$ cat src/design/thc_pkg.sv
`timescale 1ns / 1ps

package thc_pkg;

   localparam int ADC_BITS       = 10;
   localparam int DEB_W          = 8;
   localparam int IDLE_W         = 11;
   localparam int CSR_DATA_W     = 11;
   localparam int CSR_ADDR_W     = 1;
   localparam int BAND_W         = 6;
   localparam int TEMP_W         = 12;
   localparam int SET_W          = 10;
   localparam int NUM_BUTTONS    = 4;
   localparam int REQ_DATA_W     = 24;
   localparam int RSP_DATA_W     = 40;

   localparam logic [DEB_W-1:0]  DEB_RESET  = 8'd100;
   localparam logic [IDLE_W-1:0] IDLE_RESET = 11'd300;
   localparam logic [BAND_W-1:0] BAND_MIN   = 6'd1;
   localparam logic [BAND_W-1:0] BAND_MAX   = 6'd50;

   // temperature: floor((n/8 + 158*33) / 33) - 158, 1/33 as 63551 / 2^21
   localparam logic signed [10:0] TEMP_CODE_OFS = 11'sd341;
   localparam logic signed [19:0] TEMP_BIAS     = 20'sd72600;
   localparam logic signed [16:0] TEMP_DIV_OFS  = 17'sd5214;
   localparam logic [15:0]        TEMP_RECIP    = 16'd63551;
   localparam logic signed [11:0] TEMP_Q_OFS    = 12'sd158;

   // setpoint: floor(y / 1023), 1/1023 as 1049602 / 2^30
   localparam logic [19:0] SET_BIAS  = 20'd306900;
   localparam logic [20:0] SET_RECIP = 21'd1049602;

   typedef enum logic [CSR_ADDR_W-1:0] {
      REG_DEBOUNCE_COUNT     = 1'b0,
      REG_IDLE_FAN_THRESHOLD = 1'b1
   } csr_reg_type;

   typedef enum logic [1:0] {
      BTN_RUN  = 2'd0,
      BTN_UP   = 2'd1,
      BTN_DOWN = 2'd2,
      BTN_VIEW = 2'd3
   } button_type;

   typedef struct packed {
      logic [SET_W-1:0]         setpoint_tenths;
      logic signed [TEMP_W-1:0] temperature_tenths;
      logic [BAND_W-1:0]        hysteresis_tenths;
      logic                     show_fan;
      logic                     running;
      logic                     alarm_on;
      logic                     fan_on;
      logic                     heater_on;
   } rsp_fields_type;

endpackage

$ cat src/design/thermostat_hysteresis_controller_top.sv
`timescale 1ns / 1ps
// Each result is registered in the output register (or in the skid entry while rsp_ is stalled) and presented on rsp_.
// Throughput: one item per cycle while req_tready is high; conversions and control are combinational logic.
// A two-entry result buffer lets one more item in while a result is stalled.
// Reset (synchronous): registers to defaults (debounce 100, idle threshold 300,
// band 1, all flags, drives and readings zero), result buffer emptied.
module thermostat_hysteresis_controller_top (
   input  logic                                clock,
   input  logic                                reset,
   input  logic                                req_tvalid,
   output logic                                req_tready,
   // [9:0] temp_code, [19:10] setpoint_code, [20] run_button_n,
   // [21] up_button_n, [22] down_button_n, [23] view_button_n
   input  logic [thc_pkg::REQ_DATA_W-1:0]      req_tdata,
   // [0] new_reading
   input  logic                                req_tuser,
   output logic                                rsp_tvalid,
   input  logic                                rsp_tready,
   // [0] heater_on, [1] fan_on, [2] alarm_on, [3] running, [4] show_fan,
   // [10:5] hysteresis_tenths, [22:11] temperature_tenths,
   // [32:23] setpoint_tenths, [39:33] zero
   output logic [thc_pkg::RSP_DATA_W-1:0]      rsp_tdata,
   input  logic                                csr_we,
   input  logic [thc_pkg::CSR_ADDR_W-1:0]      csr_addr,
   input  logic [thc_pkg::CSR_DATA_W-1:0]      csr_wdata
);

   logic [thc_pkg::DEB_W-1:0]         deb_count_ff;
   logic [thc_pkg::IDLE_W-1:0]        idle_thr_ff;

   logic                              run_ff, run_in;
   logic                              view_ff, view_in;
   logic [thc_pkg::BAND_W-1:0]        band_ff, band_in;
   logic signed [thc_pkg::TEMP_W-1:0] temp_ff, temp_in;
   logic [thc_pkg::SET_W-1:0]         set_ff, set_in;
   logic                              heater_ff, heater_in;
   logic                              fan_ff, fan_in;
   logic                              alarm_ff, alarm_in;
   logic [thc_pkg::DEB_W-1:0]         cnt_ff [thc_pkg::NUM_BUTTONS];
   logic [thc_pkg::DEB_W-1:0]         cnt_in [thc_pkg::NUM_BUTTONS];
   logic [thc_pkg::NUM_BUTTONS-1:0]   latch_ff, latch_in;
   logic [thc_pkg::NUM_BUTTONS-1:0]   fire;
   logic [thc_pkg::NUM_BUTTONS-1:0]   btn_n;

   logic                              out_valid_ff, out_valid_in;
   thc_pkg::rsp_fields_type           out_ff, out_in;
   logic                              skid_valid_ff, skid_valid_in;
   thc_pkg::rsp_fields_type           skid_ff, skid_in;
   thc_pkg::rsp_fields_type           result;

   logic                              req_fire;
   logic                              out_free;

   logic [thc_pkg::ADC_BITS-1:0]      temp_code;
   logic [thc_pkg::ADC_BITS-1:0]      set_code;
   logic signed [10:0]                tc_ofs;
   logic signed [19:0]                tc_ext;
   logic signed [19:0]                t_num;
   logic signed [16:0]                t_div8;
   logic [15:0]                       t_y;
   logic [31:0]                       t_mul;
   logic [10:0]                       t_q;
   logic signed [thc_pkg::TEMP_W-1:0] temp_conv;
   logic [19:0]                       s_num;
   logic [40:0]                       s_mul;
   logic [thc_pkg::SET_W-1:0]         set_conv;

   logic signed [12:0]                ct, cs, ch, cidle;
   logic signed [15:0]                ct16, cs16, t_x10, s_x12;

   assign temp_code = req_tdata[9:0];
   assign set_code  = req_tdata[19:10];
   assign btn_n     = req_tdata[23:20];

   assign req_tready = !skid_valid_ff;
   assign req_fire   = req_tvalid && req_tready;
   assign out_free   = !out_valid_ff || rsp_tready;

   // reading conversion
   always_comb begin
      tc_ofs    = $signed({1'b0, temp_code}) - thc_pkg::TEMP_CODE_OFS;
      tc_ext    = 20'(tc_ofs);
      t_num     = (tc_ext <<< 8) + (tc_ext <<< 6) + (tc_ext <<< 4) - tc_ext
                  + thc_pkg::TEMP_BIAS;
      t_div8    = t_num[19:3];
      t_y       = 16'(t_div8 + thc_pkg::TEMP_DIV_OFS);
      t_mul     = 32'(t_y) * 32'(thc_pkg::TEMP_RECIP);
      t_q       = t_mul[31:21];
      temp_conv = $signed({1'b0, t_q}) - thc_pkg::TEMP_Q_OFS;

      s_num     = ({1'b0, set_code, 9'b0} - {7'b0, set_code, 3'b0}
                  - {8'b0, set_code, 2'b0}) + thc_pkg::SET_BIAS;
      s_mul     = 41'(s_num) * 41'(thc_pkg::SET_RECIP);
      set_conv  = s_mul[39:30];
   end

   // control stage on stored readings, then conversion, then buttons
   always_comb begin
      ct    = 13'(temp_ff);
      cs    = $signed({3'b0, set_ff});
      ch    = $signed({7'b0, band_ff});
      cidle = $signed({2'b0, idle_thr_ff});
      ct16  = 16'(ct);
      cs16  = 16'(cs);
      t_x10 = (ct16 <<< 3) + (ct16 <<< 1);
      s_x12 = (cs16 <<< 3) + (cs16 <<< 2);

      heater_in = heater_ff;
      fan_in    = fan_ff;
      alarm_in  = alarm_ff;
      if (run_ff) begin
         if (ct < cs - ch) begin
            fan_in    = 1'b0;
            heater_in = 1'b1;
         end else if (ct > cs + ch) begin
            heater_in = 1'b0;
         end
         if (t_x10 > s_x12) begin
            fan_in   = 1'b1;
            alarm_in = 1'b1;
         end
         if (ct <= cs) begin
            fan_in   = 1'b0;
            alarm_in = 1'b0;
         end
      end else begin
         heater_in = 1'b0;
         alarm_in  = 1'b0;
         fan_in    = (ct > cidle);
      end

      temp_in = temp_ff;
      set_in  = set_ff;
      if (req_tuser) begin
         temp_in = temp_conv;
         set_in  = set_conv;
      end

      for (int i = 0; i < thc_pkg::NUM_BUTTONS; i++) begin
         cnt_in[i]   = cnt_ff[i];
         latch_in[i] = latch_ff[i];
         fire[i]     = 1'b0;
         if (!btn_n[i]) begin
            if (!latch_ff[i]) begin
               cnt_in[i] = cnt_ff[i] - 8'd1;
               if (cnt_in[i] == '0) begin
                  latch_in[i] = 1'b1;
                  fire[i]     = 1'b1;
               end
            end
         end else begin
            cnt_in[i]   = deb_count_ff;
            latch_in[i] = 1'b0;
         end
      end

      run_in  = run_ff ^ fire[thc_pkg::BTN_RUN];
      view_in = view_ff ^ fire[thc_pkg::BTN_VIEW];
      band_in = band_ff;
      if (fire[thc_pkg::BTN_UP]) begin
         band_in = (band_in >= thc_pkg::BAND_MAX) ? thc_pkg::BAND_MAX : band_in + 6'd1;
      end
      if (fire[thc_pkg::BTN_DOWN]) begin
         band_in = (band_in <= thc_pkg::BAND_MIN) ? thc_pkg::BAND_MIN : band_in - 6'd1;
      end

      result.heater_on          = heater_in;
      result.fan_on             = fan_in;
      result.alarm_on           = alarm_in;
      result.running            = run_in;
      result.show_fan           = view_in;
      result.hysteresis_tenths  = band_in;
      result.temperature_tenths = temp_in;
      result.setpoint_tenths    = set_in;
   end

   // result buffer: output register plus one skid entry
   always_comb begin
      out_valid_in  = out_valid_ff;
      out_in        = out_ff;
      skid_valid_in = skid_valid_ff;
      skid_in       = skid_ff;
      if (out_free) begin
         if (skid_valid_ff) begin
            out_valid_in  = 1'b1;
            out_in        = skid_ff;
            skid_valid_in = 1'b0;
         end else if (req_fire) begin
            out_valid_in = 1'b1;
            out_in       = result;
         end else begin
            out_valid_in = 1'b0;
         end
      end else if (req_fire) begin
         skid_valid_in = 1'b1;
         skid_in       = result;
      end
   end

   always_ff @(posedge clock) begin
      if (reset) begin
         deb_count_ff <= thc_pkg::DEB_RESET;
         idle_thr_ff  <= thc_pkg::IDLE_RESET;
      end else if (csr_we) begin
         case (csr_addr)
            thc_pkg::REG_DEBOUNCE_COUNT: begin
               deb_count_ff <= csr_wdata[thc_pkg::DEB_W-1:0];
            end
            thc_pkg::REG_IDLE_FAN_THRESHOLD: begin
               idle_thr_ff <= csr_wdata[thc_pkg::IDLE_W-1:0];
            end
            default: begin
            end
         endcase
      end
   end

   always_ff @(posedge clock) begin
      if (reset) begin
         run_ff    <= 1'b0;
         view_ff   <= 1'b0;
         band_ff   <= thc_pkg::BAND_MIN;
         temp_ff   <= '0;
         set_ff    <= '0;
         heater_ff <= 1'b0;
         fan_ff    <= 1'b0;
         alarm_ff  <= 1'b0;
         latch_ff  <= '0;
         for (int i = 0; i < thc_pkg::NUM_BUTTONS; i++) begin
            cnt_ff[i] <= thc_pkg::DEB_RESET;
         end
      end else if (req_fire) begin
         run_ff    <= run_in;
         view_ff   <= view_in;
         band_ff   <= band_in;
         temp_ff   <= temp_in;
         set_ff    <= set_in;
         heater_ff <= heater_in;
         fan_ff    <= fan_in;
         alarm_ff  <= alarm_in;
         latch_ff  <= latch_in;
         for (int i = 0; i < thc_pkg::NUM_BUTTONS; i++) begin
            cnt_ff[i] <= cnt_in[i];
         end
      end
   end

   always_ff @(posedge clock) begin
      if (reset) begin
         out_valid_ff  <= 1'b0;
         skid_valid_ff <= 1'b0;
      end else begin
         out_valid_ff  <= out_valid_in;
         skid_valid_ff <= skid_valid_in;
      end
   end

   always_ff @(posedge clock) begin
      out_ff  <= out_in;
      skid_ff <= skid_in;
   end

   assign rsp_tvalid = out_valid_ff;
   assign rsp_tdata  = {7'b0, out_ff};

endmodule

$ cat config.mk
export PLATFORM = sky130hd
export DESIGN_NAME = thermostat_hysteresis_controller_top
export DESIGN_NICKNAME = d
export VERILOG_FILES = /design/src/design/thc_pkg.sv /design/src/design/thermostat_hysteresis_controller_top.sv
export SDC_FILE = /design/constraint.sdc
export NUM_CORES = 1
export LEC_CHECK = 0
export ABC_AREA = 1
export BUFFER_PORTS_ARGS = -buffer_cell sky130_fd_sc_hd__clkbuf_2
export CORE_MARGIN = 2
export CORE_UTILIZATION = 40
export CTS_CLUSTER_DIAMETER = 60
export DETAILED_ROUTE_END_ITERATION = 6
export HOLD_SLACK_MARGIN = 0.02
export PLACE_DENSITY = 0.58
export SLEW_MARGIN = 15
export SYNTH_ARGS = -nofsm -noshare
export SYNTH_HDL_FRONTEND = slang
export SYNTH_SLANG_ARGS = --single-unit
$ cat constraint.sdc
create_clock -name clock -period 14.8 [get_ports clock]
set_input_delay 1.48 -clock clock [delete_from_list [all_inputs] [get_ports clock]]
set_output_delay 1.48 -clock clock [all_outputs]
set_load 0.01 [all_outputs]
==> results.sh <==
export IMPL_cts_made_buffers=17
export IMPL_fin_crit_ps=11760
export IMPL_synth_edf_count=98
export IMPL_portBuffers=76
export IMPL_clockBufferDepth=2
export IMPL_areaGrowthSynthToFinish_pct=8.433
export IMPL_critPathRequiredTime_ps=15000
export IMPL_drtAntennaViolNets=0
export IMPL_finalHoldViolCount=0
export IMPL_grt_pass1_wl_um=87830
export IMPL_rows=83
export IMPL_vias=17570
export IMPL_netlist_area_mm2=0.02089
export IMPL_clock_fmax_mhz=85.02
export IMPL_critPathMostFrequentCell="nand2_1"
export IMPL_period_share=0.7948
export IMPL_antenna_found_initial=0
export IMPL_final_cell_mix="623 x nand2_1, 605 x inv_1, 357 x ha_1"
export IMPL_slew_headroom=0.2546
export IMPL_ctsRootBufferMaster="clkbuf_16"
export IMPL_post_cts_buffers=0
export IMPL_drcViolationCount=0
export IMPL_insertion_delay_ps=450
export IMPL_crit_start="req_tdata[0]"
export IMPL_dieArea_mm2=0.05407
export IMPL_crit_path_end_kind="flop"
export IMPL_outcome="finished, final reports clean"
export IMPL_reg2reg_depth=26
export IMPL_synth_flop_cell="edfxtp_1"
export IMPL_cts_sinks=156
export IMPL_routabilityCongestion=0.9142
export IMPL_nets=3395
export IMPL_coreArea_mm2=0.05151
export IMPL_die_h_um=232.5
export IMPL_cts_htree_levels=4
export IMPL_cp_slowest_cell="fa_1"
export IMPL_finalSetupTns_ps=0
export IMPL_fillers=5302
export IMPL_ios=84
export IMPL_cp_depth=61
export IMPL_rsz0062_at_grt="no"
export IMPL_worstSetupPathType="input pin to flop"
export IMPL_cp_endpoint="rsp_tdata[20]$_DFFE_PP_"
export IMPL_min_path_type="flop to flop"
export IMPL_tightest_slew_ps=1115
export IMPL_initial_core_util=0.4056
export IMPL_r2r_start="temp_ff[2]$_SDFFE_PP0P_"
export IMPL_synth_top_area_frac=0.2138
export IMPL_layout_commonest_cell="nand2_1"
export IMPL_cts_resized=0
export IMPL_tritoncts="done"
export IMPL_vias_per_cell=4.907
export IMPL_gr_usage_all_layers=0.2014
export IMPL_routed_wl_um=53130
export IMPL_fin_worst_skew_ps=10.89
export IMPL_ys_top_cells_by_area="ha_1 21%, edfxtp_1 14%, nand2_1 11%"
export IMPL_min_path_cells=2
export IMPL_drive_gt1_frac=0.07515
export IMPL_worstReg2RegEnd="rsp_tdata[1]$_DFFE_PP_"
export IMPL_crit_family="adder cells"
export IMPL_slew_violations=0
export IMPL_first_iter_violations=1015
export IMPL_max_cap_viol_count=0
export IMPL_crit_arrival_ps=11960
export IMPL_synth_seq_area_share=0.1965
export IMPL_firstDrtPassIters=6
export IMPL_synth_avg_cell_area_um2=7.400
export IMPL_synth_yosys_warnings=0
export IMPL_setup_viol=0
export IMPL_reg2reg_slack_ps=10760
export IMPL_grt_max_degree=47
export IMPL_die_w_um=232.5
export IMPL_dp_hpwl_um=44200
export IMPL_startpoint_type="input pin"
export IMPL_max_stage_delay_ps=650
export IMPL_worst_path_buf_inv=13
export IMPL_synthCells=2823
export IMPL_clk_pin_slew_ps=70
export IMPL_hold_buffers=0
export IMPL_yosys_area_top_type="ha_1"
export IMPL_yosysUniqueCellTypes=62
export IMPL_wire_per_inst_um=14.84
export IMPL_ys_ff_latch=156
export IMPL_antennaDiodeCount=0
export IMPL_crit_fanout=9
export IMPL_grt_remaining_overflow=0
export IMPL_async_reset_ff_frac=0
export IMPL_grt_pass1_vias=17420
[how the worst min path moves through the flow]
stage | from | to
2_1_floorplan | idle_thr_ff[10]$_SDFFE_PP0P_ | idle_thr_ff[10]$_SDFFE_PP0P_
3_3_place_gp | idle_thr_ff[4]$_SDFFE_PP0P_ | idle_thr_ff[4]$_SDFFE_PP0P_
3_5_place_dp | idle_thr_ff[4]$_SDFFE_PP0P_ | idle_thr_ff[4]$_SDFFE_PP0P_
4_1_cts | idle_thr_ff[4]$_SDFFE_PP0P_ | idle_thr_ff[4]$_SDFFE_PP0P_
5_1_grt | idle_thr_ff[4]$_SDFFE_PP0P_ | idle_thr_ff[4]$_SDFFE_PP0P_
6_report | idle_thr_ff[4]$_SDFFE_PP0P_ | idle_thr_ff[4]$_SDFFE_PP0P_
[per-stage QoR]
stage | cell area [µm²] | std cells | utilization | worst slack, ps | hold slack (ps)
floorplan | 20910 | 2829 | - | 3682 | 435.3
global placement | 22020 | 3549 | 0.4274 | 2901 | 454.2
detailed placement | 22020 | 3549 | 0.4274 | 2565 | 457.2
CTS | 22650 | 3581 | 0.4398 | 3036 | 466.8
global route | 22650 | 3581 | 0.4398 | 2123 | 499.9
finish | 22650 | 3581 | 0.4398 | 3038 | 466.9
[final cells by class]
cell class / instances / area, µm² / share of cell area
Clock buffer: 22 / 474.2 / 0.02093
Clock inverter: 10 / 160.2 / 0.007070
Inverter: 624 / 2346 / 0.1036
Multi-Input combinational cell: 2007 / 14290 / 0.6309
Sequential cell: 156 / 4104 / 0.1812
Tap cell: 680 / 850.8 / 0.03756
Timing Repair Buffer: 82 / 425.4 / 0.01878
[tightest hold or removal path: cells and delay by family, from the launching register on]
family          cells  cell delay (ps)
compound gates      1               60
flops               1              300
buf+inv             1               60
[state kept, by name (all words and copies together), names as in the netlist, 4 cells and up]
register	flops
set_ff	10
latch_ff	4
deb_count_ff	8
skid_ff	33
rsp_tdata	33
idle_thr_ff	11
band_ff	6
cnt_ff	32
temp_ff	12
[routing by layer]
| layer | track usage | vias up | routed length (µm) |
|---|---|---|---|
| li1 | - | 9098 | - |
| met1 | 0.2708 | 8114 | 25510 |
| met2 | 0.3476 | 304 | 25040 |
| met3 | 0.01581 | 55 | 1633 |
| met4 | 0.05334 | 0 | 956 |
| met5 | 0 | - | 0 |
[synth_stat cells, drive strengths merged (26+ instances only)]
cell type,n
xnor2,26
edfxtp,98
inv,620
nor2,198
o21ai,114
nand3,131
clkbuf,32
dfxtp,58
a21oi,174
nand2,655
xor2,72
fa,108
ha,357
[logic make-up after synthesis]
group,synth area share
AO/OA/AOI/OAI,0.09823
XOR/XNOR,0.04486
adder cells (fa/ha/maj),0.3173
buffers and inverters,0.1213
flip-flops,0.1965
other,0.0001795
AND/OR/NAND/NOR,0.2216
Power is left out: the tool's default activity adds up to more than one toggle a clock period on the data nets, which glitch-free logic cannot reach.
